<file path="src/sv/pbsa_pkg.sv">
// ============================================================================
// pbsa_pkg
// shared types and constants of the paged bitmap slot allocator
// ============================================================================
package pbsa_pkg;

    localparam int SLOTS_PER_PAGE = 256;
    localparam int MAX_SLOTS      = 1024;

    localparam int ADDR_W    = 48;
    localparam int SIZE_W    = 21;
    localparam int NUM_W     = 11;
    localparam int IDX_W     = 10;
    localparam int WORD_BITS = 32;
    localparam int BIT_W     = $clog2(WORD_BITS);
    localparam int WORDS     = MAX_SLOTS / WORD_BITS;
    localparam int WORD_W    = $clog2(WORDS);
    localparam int WPP       = SLOTS_PER_PAGE / WORD_BITS;
    localparam int WPP_W     = $clog2(WPP);
    localparam int MAX_PAGES = MAX_SLOTS / SLOTS_PER_PAGE;
    localparam int PG_W      = $clog2(MAX_PAGES);
    localparam int PCNT_W    = $clog2(MAX_PAGES + 1);
    localparam int PAGE_SH   = $clog2(SLOTS_PER_PAGE);
    localparam int LEN_W     = $clog2(ADDR_W + 1);
    localparam int PROD_W    = IDX_W + SIZE_W;
    localparam int START_W   = 8;
    localparam int PADDR_W   = 5;
    localparam int PDATA_W   = 64;

    localparam logic [WORD_BITS-1:0] WORD_ONES = 32'hFFFFFFFF;

    localparam logic [NUM_W-1:0]  RST_NUM_SLOTS = 11'd1024;
    localparam logic [SIZE_W-1:0] RST_SLOT_SIZE = 21'd64;
    localparam logic [ADDR_W-1:0] RST_BASE_ADDR = 48'd0;

    typedef enum logic [1:0] {
        ST_OK   = 2'd0,
        ST_FULL = 2'd1,
        ST_BAD  = 2'd2
    } t_status;

    typedef enum logic {
        KIND_ALLOC = 1'b0,
        KIND_FREE  = 1'b1
    } t_kind;

    typedef enum logic [1:0] {
        REG_NUM_SLOTS = 2'd0,
        REG_SLOT_SIZE = 2'd1,
        REG_BASE_ADDR = 2'd2
    } t_reg_idx;

    typedef struct packed {
        logic             en;
        logic             set;
        logic [IDX_W-1:0] slot;
    } t_bm_wr;

endpackage

</file>
<file path="src/sv/pbsa_div.sv">
// ============================================================================
// pbsa_div
// shared restoring divider, one quotient bit per cycle
// ============================================================================
module pbsa_div (
    input  logic                        i_clk,
    input  logic                        i_rst_n,
    input  logic                        i_start,
    input  logic [pbsa_pkg::ADDR_W-1:0] i_dividend,
    input  logic [pbsa_pkg::LEN_W-1:0]  i_len,
    input  logic [pbsa_pkg::SIZE_W-1:0] i_divisor,
    output logic                        o_busy,
    output logic [pbsa_pkg::ADDR_W-1:0] o_quot,
    output logic [pbsa_pkg::SIZE_W-1:0] o_rem
);
    import pbsa_pkg::*;

    logic [LEN_W-1:0]  r_cnt;
    logic [ADDR_W-1:0] r_dvd;
    logic [ADDR_W-1:0] r_quo;
    logic [SIZE_W-1:0] r_rem;
    logic [SIZE_W-1:0] r_div;
    logic [SIZE_W:0]   w_trial;
    logic              w_ge;

    // dividend arrives msb aligned, only i_len steps are run
    assign w_trial = {r_rem, r_dvd[ADDR_W-1]};
    assign w_ge    = w_trial >= {1'b0, r_div};

    always_ff @(posedge i_clk) begin
        if (!i_rst_n) begin
            r_cnt <= '0;
        end else if (i_start) begin
            r_cnt <= i_len;
            r_dvd <= i_dividend;
            r_div <= i_divisor;
            r_quo <= '0;
            r_rem <= '0;
        end else if (r_cnt != '0) begin
            r_cnt <= r_cnt - LEN_W'(1);
            r_dvd <= {r_dvd[ADDR_W-2:0], 1'b0};
            r_quo <= {r_quo[ADDR_W-2:0], w_ge};
            r_rem <= w_ge ? SIZE_W'(w_trial - {1'b0, r_div}) : w_trial[SIZE_W-1:0];
        end
    end

    assign o_busy = r_cnt != '0;
    assign o_quot = r_quo;
    assign o_rem  = r_rem;

endmodule

</file>
<file path="src/sv/pbsa_bitmap.sv">
// ============================================================================
// pbsa_bitmap
// used-bit word store with lowest free slot search in one word
// ============================================================================
module pbsa_bitmap (
    input  logic                        i_clk,
    input  logic                        i_rst_n,
    input  logic [pbsa_pkg::WORD_W-1:0] i_rd_word,
    input  logic [pbsa_pkg::NUM_W-1:0]  i_n_live,
    input  pbsa_pkg::t_bm_wr            i_wr,
    output logic                        o_found,
    output logic [pbsa_pkg::BIT_W-1:0]  o_bit
);
    import pbsa_pkg::*;

    logic [WORD_BITS-1:0] r_words [WORDS];
    logic [WORD_BITS-1:0] w_mask;
    logic [WORD_BITS-1:0] w_free;
    logic [WORD_BITS-1:0] w_iso;
    logic [NUM_W-1:0]     w_wbase;
    logic [NUM_W-1:0]     w_diff;

    // only slots below the live count may be granted
    assign w_wbase = NUM_W'({i_rd_word, BIT_W'(0)});
    assign w_diff  = i_n_live - w_wbase;

    always_comb begin
        if (i_n_live <= w_wbase) begin
            w_mask = '0;
        end else if (w_diff >= NUM_W'(WORD_BITS)) begin
            w_mask = WORD_ONES;
        end else begin
            w_mask = ~(WORD_ONES << w_diff[BIT_W-1:0]);
        end
    end

    assign w_free = ~r_words[i_rd_word] & w_mask;
    assign w_iso  = w_free & (~w_free + WORD_BITS'(1));

    always_comb begin
        o_bit = '0;
        for (int i = 0; i < WORD_BITS; i++) begin
            if (w_iso[i]) begin
                o_bit = o_bit | BIT_W'(i);
            end
        end
    end

    assign o_found = |w_free;

    always_ff @(posedge i_clk) begin
        if (!i_rst_n) begin
            for (int i = 0; i < WORDS; i++) begin
                r_words[i] <= '0;
            end
        end else if (i_wr.en) begin
            r_words[i_wr.slot[IDX_W-1:BIT_W]][i_wr.slot[BIT_W-1:0]] <= i_wr.set;
        end
    end

endmodule

</file>
<file path="src/sv/paged_bitmap_slot_allocator_unit.sv">
// ============================================================================
// paged_bitmap_slot_allocator_unit
// fixed-size slot allocator over a paged used-bit map
// ============================================================================
// Requests enter on the s_axis channel: tuser is the kind (allocate or free),
// tdata carries the start page and the free address. Each request gives one
// result transaction on m_axis: tuser is the status, tdata the slot address
// and slot index. The block takes one request at a time; s_axis_tready is
// high only while the sequencer is idle.
// A free runs 48 steps of the shared divider, over the offset from the
// base address. An allocate runs 8 divider steps for the start page, then
// enters the scan and scans one bitmap word at a time (up to 32 words),
// then does the address multiply, add and result. An allocate on an empty
// pool skips the divider and goes straight to the result with status full.
// The result waits in an output register; when the receiver stalls, the
// next request can be accepted and worked, and its result is held back
// until the output register is taken.
// Registers on the APB port: num_slots at 0x00, slot_size at 0x08,
// base_address at 0x10. Reset clears the bit store (every slot free) and
// loads the register defaults.
// ============================================================================
module paged_bitmap_slot_allocator_unit (
    input  logic                         i_clk,
    input  logic                         i_rst_n,
    input  logic                         s_axis_tvalid,
    output logic                         s_axis_tready,
    input  logic [55:0]                  s_axis_tdata,  // start_page, free_address
    input  logic [0:0]                   s_axis_tuser,  // kind
    output logic                         m_axis_tvalid,
    input  logic                         m_axis_tready,
    output logic [63:0]                  m_axis_tdata,  // slot_address, slot_index
    output logic [1:0]                   m_axis_tuser,  // status
    input  logic                         psel,
    input  logic                         penable,
    input  logic                         pwrite,
    input  logic [pbsa_pkg::PADDR_W-1:0] paddr,
    input  logic [pbsa_pkg::PDATA_W-1:0] pwdata,
    output logic [pbsa_pkg::PDATA_W-1:0] prdata,
    output logic                         pready
);
    import pbsa_pkg::*;

    typedef enum logic [2:0] {
        S_IDLE,
        S_DIV,
        S_SCAN,
        S_MUL,
        S_ADD,
        S_RES
    } t_state;

    t_state              r_state;
    logic [NUM_W-1:0]    r_num_slots;
    logic [SIZE_W-1:0]   r_slot_size;
    logic [ADDR_W-1:0]   r_base;
    t_kind               r_kind;
    logic [ADDR_W-1:0]   r_faddr;
    logic [PG_W-1:0]     r_pg;
    logic [WPP_W-1:0]    r_wcnt;
    logic [PCNT_W-1:0]   r_pcnt;
    logic [IDX_W-1:0]    r_idx;
    logic [PROD_W-1:0]   r_prod;
    t_status             r_status;
    logic [ADDR_W-1:0]   r_addr;
    logic                r_m_valid;
    t_status             r_m_status;
    logic [ADDR_W-1:0]   r_m_addr;
    logic [IDX_W-1:0]    r_m_idx;

    logic [NUM_W-1:0]    w_n_live;
    logic [SIZE_W-1:0]   w_size;
    logic [NUM_W-1:0]    w_pg_sum;
    logic [PCNT_W-1:0]   w_pages;
    logic                w_in_acc;
    logic                w_cfg_wr;
    logic                w_div_start;
    logic [ADDR_W-1:0]   w_dividend;
    logic [LEN_W-1:0]    w_len;
    logic [SIZE_W-1:0]   w_divisor;
    logic                w_div_busy;
    logic [ADDR_W-1:0]   w_quot;
    logic [SIZE_W-1:0]   w_rem;
    logic                w_q_ok;
    logic [WORD_W-1:0]   w_rd_word;
    logic                w_found;
    logic [BIT_W-1:0]    w_bit;
    t_bm_wr              w_bm_wr;
    logic [PG_W-1:0]     w_pg_inc;

    assign w_n_live = (r_num_slots > NUM_W'(MAX_SLOTS)) ? NUM_W'(MAX_SLOTS) : r_num_slots;
    assign w_size   = (r_slot_size == '0) ? SIZE_W'(1) : r_slot_size;
    assign w_pg_sum = w_n_live + NUM_W'(SLOTS_PER_PAGE - 1);
    assign w_pages  = PCNT_W'(w_pg_sum >> PAGE_SH);

    assign s_axis_tready = r_state == S_IDLE;
    assign w_in_acc      = s_axis_tvalid && s_axis_tready;

    // divider: start page modulo page count, or offset over slot size
    assign w_div_start = w_in_acc && (t_kind'(s_axis_tuser[0]) == KIND_FREE || w_pages != '0);
    always_comb begin
        if (t_kind'(s_axis_tuser[0]) == KIND_FREE) begin
            w_dividend = s_axis_tdata[55:8] - r_base;
            w_len      = LEN_W'(ADDR_W);
            w_divisor  = w_size;
        end else begin
            w_dividend = {s_axis_tdata[START_W-1:0], (ADDR_W-START_W)'(0)};
            w_len      = LEN_W'(START_W);
            w_divisor  = SIZE_W'(w_pages);
        end
    end

    pbsa_div u_div (
        .i_clk      (i_clk),
        .i_rst_n    (i_rst_n),
        .i_start    (w_div_start),
        .i_dividend (w_dividend),
        .i_len      (w_len),
        .i_divisor  (w_divisor),
        .o_busy     (w_div_busy),
        .o_quot     (w_quot),
        .o_rem      (w_rem)
    );

    assign w_q_ok    = w_quot < ADDR_W'(w_n_live);
    assign w_rd_word = {r_pg, r_wcnt};
    assign w_pg_inc  = (PCNT_W'(r_pg) + PCNT_W'(1) == w_pages) ? '0 : r_pg + PG_W'(1);

    always_comb begin
        w_bm_wr = '0;
        if (r_state == S_SCAN && w_found) begin
            w_bm_wr.en   = 1'b1;
            w_bm_wr.set  = 1'b1;
            w_bm_wr.slot = {w_rd_word, w_bit};
        end else if (r_state == S_DIV && !w_div_busy && r_kind == KIND_FREE && w_q_ok) begin
            w_bm_wr.en   = 1'b1;
            w_bm_wr.set  = 1'b0;
            w_bm_wr.slot = w_quot[IDX_W-1:0];
        end
    end

    pbsa_bitmap u_bitmap (
        .i_clk     (i_clk),
        .i_rst_n   (i_rst_n),
        .i_rd_word (w_rd_word),
        .i_n_live  (w_n_live),
        .i_wr      (w_bm_wr),
        .o_found   (w_found),
        .o_bit     (w_bit)
    );

    // configuration port
    assign pready   = 1'b1;
    assign w_cfg_wr = psel && penable && pwrite && pready;

    always_comb begin
        unique case (t_reg_idx'(paddr[4:3]))
            REG_NUM_SLOTS: prdata = PDATA_W'(r_num_slots);
            REG_SLOT_SIZE: prdata = PDATA_W'(r_slot_size);
            REG_BASE_ADDR: prdata = PDATA_W'(r_base);
            default:       prdata = '0;
        endcase
    end

    always_ff @(posedge i_clk) begin
        if (!i_rst_n) begin
            r_num_slots <= RST_NUM_SLOTS;
            r_slot_size <= RST_SLOT_SIZE;
            r_base      <= RST_BASE_ADDR;
        end else if (w_cfg_wr) begin
            unique case (t_reg_idx'(paddr[4:3]))
                REG_NUM_SLOTS: r_num_slots <= pwdata[NUM_W-1:0];
                REG_SLOT_SIZE: r_slot_size <= pwdata[SIZE_W-1:0];
                REG_BASE_ADDR: r_base      <= pwdata[ADDR_W-1:0];
                default: ;
            endcase
        end
    end

    // sequencer
    always_ff @(posedge i_clk) begin
        if (!i_rst_n) begin
            r_state   <= S_IDLE;
            r_m_valid <= 1'b0;
        end else begin
            if (r_m_valid && m_axis_tready && r_state != S_RES) begin
                r_m_valid <= 1'b0;
            end
            unique case (r_state)
                S_IDLE: begin
                    if (w_in_acc) begin
                        r_kind  <= t_kind'(s_axis_tuser[0]);
                        r_faddr <= s_axis_tdata[55:8];
                        if (t_kind'(s_axis_tuser[0]) == KIND_ALLOC && w_pages == '0) begin
                            r_status <= ST_FULL;
                            r_addr   <= '0;
                            r_idx    <= '0;
                            r_state  <= S_RES;
                        end else begin
                            r_state <= S_DIV;
                        end
                    end
                end
                S_DIV: begin
                    if (!w_div_busy) begin
                        if (r_kind == KIND_ALLOC) begin
                            r_pg    <= w_rem[PG_W-1:0];
                            r_wcnt  <= '0;
                            r_pcnt  <= '0;
                            r_state <= S_SCAN;
                        end else if (w_q_ok) begin
                            r_status <= ST_OK;
                            r_idx    <= w_quot[IDX_W-1:0];
                            r_addr   <= r_faddr - ADDR_W'(w_rem);
                            r_state  <= S_RES;
                        end else begin
                            r_status <= ST_BAD;
                            r_idx    <= '0;
                            r_addr   <= '0;
                            r_state  <= S_RES;
                        end
                    end
                end
                S_SCAN: begin
                    if (w_found) begin
                        r_idx   <= {w_rd_word, w_bit};
                        r_state <= S_MUL;
                    end else if (r_wcnt == WPP_W'(WPP - 1)) begin
                        r_wcnt <= '0;
                        if (r_pcnt == w_pages - PCNT_W'(1)) begin
                            r_status <= ST_FULL;
                            r_idx    <= '0;
                            r_addr   <= '0;
                            r_state  <= S_RES;
                        end else begin
                            r_pcnt <= r_pcnt + PCNT_W'(1);
                            r_pg   <= w_pg_inc;
                        end
                    end else begin
                        r_wcnt <= r_wcnt + WPP_W'(1);
                    end
                end
                S_MUL: begin
                    r_prod  <= PROD_W'(r_idx) * PROD_W'(w_size);
                    r_state <= S_ADD;
                end
                S_ADD: begin
                    r_status <= ST_OK;
                    r_addr   <= r_base + ADDR_W'(r_prod);
                    r_state  <= S_RES;
                end
                S_RES: begin
                    if (!r_m_valid || m_axis_tready) begin
                        r_m_valid  <= 1'b1;
                        r_m_status <= r_status;
                        r_m_addr   <= r_addr;
                        r_m_idx    <= r_idx;
                        r_state    <= S_IDLE;
                    end
                end
                default: r_state <= S_IDLE;
            endcase
        end
    end

    assign m_axis_tvalid = r_m_valid;
    assign m_axis_tdata  = {(64 - IDX_W - ADDR_W)'(0), r_m_idx, r_m_addr};
    assign m_axis_tuser  = r_m_status;

endmodule
</file>
<file path="config.mk">
export PLATFORM = sky130hd
export DESIGN_NAME = paged_bitmap_slot_allocator_unit
export DESIGN_NICKNAME = d
export VERILOG_FILES = /design/src/sv/pbsa_pkg.sv /design/src/sv/pbsa_div.sv /design/src/sv/pbsa_bitmap.sv /design/src/sv/paged_bitmap_slot_allocator_unit.sv
export SDC_FILE = /design/constraint.sdc
export NUM_CORES = 2
export LEC_CHECK = 0
export BUFFER_PORTS_ARGS = -buffer_cell sky130_fd_sc_hd__buf_2
export CELL_PAD_IN_SITES_DETAIL_PLACEMENT = 0
export CELL_PAD_IN_SITES_GLOBAL_PLACEMENT = 1
export CORE_MARGIN = 2
export CORE_UTILIZATION = 30
export CTS_CLUSTER_DIAMETER = 60
export DETAILED_ROUTE_END_ITERATION = 16
export HOLD_SLACK_MARGIN = 0.06
export PLACE_DENSITY = 0.52
export RECOVER_POWER = 25
export SLEW_MARGIN = 15
export SYNTH_ARGS = -nofsm -noshare
export SYNTH_HDL_FRONTEND = slang
export SYNTH_SLANG_ARGS = --single-unit
</file>
<file path="constraint.sdc">
create_clock -name i_clk -period 6.3 [get_ports i_clk]
set_input_delay 0.63 -clock i_clk [delete_from_list [all_inputs] [get_ports i_clk]]
set_output_delay 0.63 -clock i_clk [all_outputs]
set_load 0.005 [all_outputs]
</file>
==> impl_metrics.yaml <==
critical_path:
  crit_arrival_ns: 6.80
  timing_worst_setup_path_type: "reg2reg"
  endpoint_kind: "register"
  cp-start-kind: "register"
  rrSetupSlack_ns: 0.03
  worst-path-max-fanout: 22
  required_ns: 6.83
clock_tree:
  clock-sinks: 1460
  path_clk_slew_ns: 0.06
  cts_buffers: 195
  htreeDepth: 4
  clock_latency_ns: 0.93
  root_buffer: "clkbuf_16"
  tritoncts: "yes"
  cts_buffer_depth: 4
power_and_ir_drop:
  power_density_mw_per_mm2: 278
  vdd_drop_max_v: 0.000257
  leakage_nw: 37.8
  power_mw: 30.0
global_routing:
  antenna_found_initial: 14
  grt_pass1_wl_mm: 535
  grt.total_usage: 0.245
  overflow: 0
  grt_pass1_vias: 71400
  grt_start_max_net_pins: 220
yosys:
  synth_top_area_cell: "edfxtp_1"
  synth_flop_cell: "edfxtp_1"
  yosys.cell_types.count: 102
  synthCells: 8249
  synth_edf_count: 1370
  postSynthAreaPerCell_sq_um: 10.7
  ys_seq_elements: 1460
  synth_area_leaders: "edfxtp_1 47%, o31ai_1 6.7%, nor3_1 5.8%"
  synthArstFlopShare: 0
  seq_area_frac_synth: 0.486
  ys_warn_count: 0
  mappedNetlistArea_sq_mm: 0.0883
  synth_top_area_share: 0.466
sta:
  min_period_ns: 6.27
  hold_violations: 0
  maxClockFrequency_mhz: 160
  hold_slack_ns: 0.134
  finalSetupTns_ns: 0
  slew-limit-headroom: -0.395
  rsz0062_at_grt: "yes"
  worst_slew_pin_slew_ns: 2.09
  setup_viol: 0
  maxSlewViolCount: 37
  finalCritPeriodShare: 0.995
  finalClockSkew_ns: 0.103
drt:
  totalWireLength_mm: 376
  wl_per_cell_microns: 29.3
  vias: 72400
  first_pass_iters: 6
  post-route-drc-count: 0
  ant_nets: 0
  via_per_inst: 5.65
  drtIter0Drc: 7124
job:
  maxCapViolCount: 1
floorplanning:
  die_h_microns: 547
  rows: 199
  die_w_microns: 547
  pin_count: 266
  core-area_sq_mm: 0.293
  start_util: 0.301
  dieArea_sq_mm: 0.299
placed_design:
  dpl.hpwl_mm: 265
  io_buffers: 223
  place_congestion: 0.919
layout:
  fillers: 29100
  drive_gt1_frac: 0.196
  fin_util: 0.367
  area_growth_pct: 21.9
  fin_nets: 9227
run_status:
  violations: "capacitance limit, slew limit"
  status: "finished with violations"
worst_hold_path:
  hp-class: "in2reg"
## stage by stage
step / area (sq um) / setup WS [ns] / instances
floorplan: 88400 / 0.0837 / 8270
global placement: 100000 / -0.404 / 12300
detailed placement: 100000 / -0.400 / 12300
CTS: 107000 / 0.00357 / 12800
global route: 108000 / -0.0911 / 12800
finish: 108000 / 0.0332 / 12800
## cells in the final DEF (no fill, tap or decap), drive strengths merged, types with 90 or more instances in the layout
master	count
xnor2	117
nor2	221
nor3	1110
dfxtp	90
a22oi	100
mux4	123
inv	279
clkbuf	285
nand2	596
dlygate4sd3	96
o21ai	418
nand3	132
edfxtp	1370
mux2i	301
and2	198
a21oi	242
buf	1086
fa	155
o31ai	787
ha	209
## flip-flops by register name, indices dropped and copies added, names as in the netlist, 31 cells and up
signal            count
u_bitmap.r_words   1024
u_div.r_dvd          48
r_addr               48
u_div.o_quot         48
r_base               48
r_prod               31
r_m_addr             48
r_faddr              48
## synthesized netlist by cell type (99+ instances only)
cell type and n:
edfxtp_1 1370, nor3_1 1019, o31ai_1 786, nand2_1 596, clkbuf_1 527, o21ai_0 392
mux2i_1 301, buf_2 283, inv_1 264, a21oi_1 242, nor2_1 220, ha_1 209
and2_1 197, fa_1 155, nand3_1 129, mux4_2 123, xnor2_1 117, a22oi_1 99
## kinds of logic (layout without fill, tap and decap cells)
logic type | Yosys count | count (layout) | synth area share
multiplexers | 434 | 434 | 0.0668
XOR/XNOR | 179 | 179 | 0.0178
adder cells (fa/ha/maj) | 364 | 364 | 0.0647
buffers and inverters | 1235 | 1853 | 0.0610
flip-flops | 1460 | 1460 | 0.486
other | 2 | 30 | 0.0000850
AND/OR/NAND/NOR | 2584 | 2584 | 0.150
AO/OA/AOI/OAI | 1991 | 1991 | 0.153
## routing by layer
| layer | wire, microns | track usage | vias to the layer above | share of wire |
|---|---|---|---|---|
| li1 | - | - | 32100 | - |
| met2 | 171000 | 0.388 | 2932 | 0.45 |
| met4 | 19600 | 0.113 | 6 | 0.052 |
| met3 | 25700 | 0.0351 | 624 | 0.068 |
| met1 | 160000 | 0.330 | 36800 | 0.43 |
| met5 | 46 | 0 | - | 0.00012 |
## critical path, cell delays in order, from the launching register on
cell	delay [ns]
edfxtp_1	0.41
buf_12	0.27
buf_12	0.22
buf_4	0.23
mux4_2	0.64
a22o_1	0.30
a221oi_1	0.41
nand3_1	0.39
a31oi_1	0.36
o41ai_2	0.22
nand3_2	0.16
buf_4	0.18
nor3_2	0.09
buf_12	0.16
buf_4	0.14
a21o_1	0.18
buf_12	0.16
a2111oi_2	0.41
buf_4	0.22
nand2_1	0.18
buf_4	0.24
o31ai_1	0.26
## where the power goes
part           leakage [nW]  internal [mW]  switching (mW)
clock                  3.03           6.37            4.72
sequential             14.5           11.7           0.511
combinational          20.3           2.43            4.19
## timing repair
action	CTS	global route
endpoints found under the setup margin	7	50
resized for setup	12	51
pin swaps	8	29
buffers inserted	3	7
hold buffers	96	0
hold endpoints to repair	107	0
## path summary, 6_finish.rpt
check                           from                                     end  cells after the start
max          r_wcnt[0]$_SDFFCE_PP0P_  u_bitmap.r_words[28][29]$_SDFFCE_PN0P_                     21
min                       pwdata[10]                 r_base[10]$_SDFFE_PN0P_                      3
max reg2reg  r_wcnt[0]$_SDFFCE_PP0P_  u_bitmap.r_words[28][29]$_SDFFCE_PN0P_                     21
min reg2reg     r_addr[26]$_DFFE_PP_                  r_m_addr[26]$_DFFE_PP_                      0
## cell type report
cell class | instances | area, sq um | area share
antenna | 7 | 17.5 | 0.000163
clock buffer | 236 | 5140 | 0.0477
clock inverter | 119 | 1140 | 0.0106
inverter | 267 | 1010 | 0.00934
multi-input combinational | 5575 | 40600 | 0.377
sequential | 1460 | 43000 | 0.399
tap | 3919 | 4900 | 0.0455
timing repair buffer | 1231 | 11900 | 0.111
No activity file was read; power rests on OpenSTA's default activity.
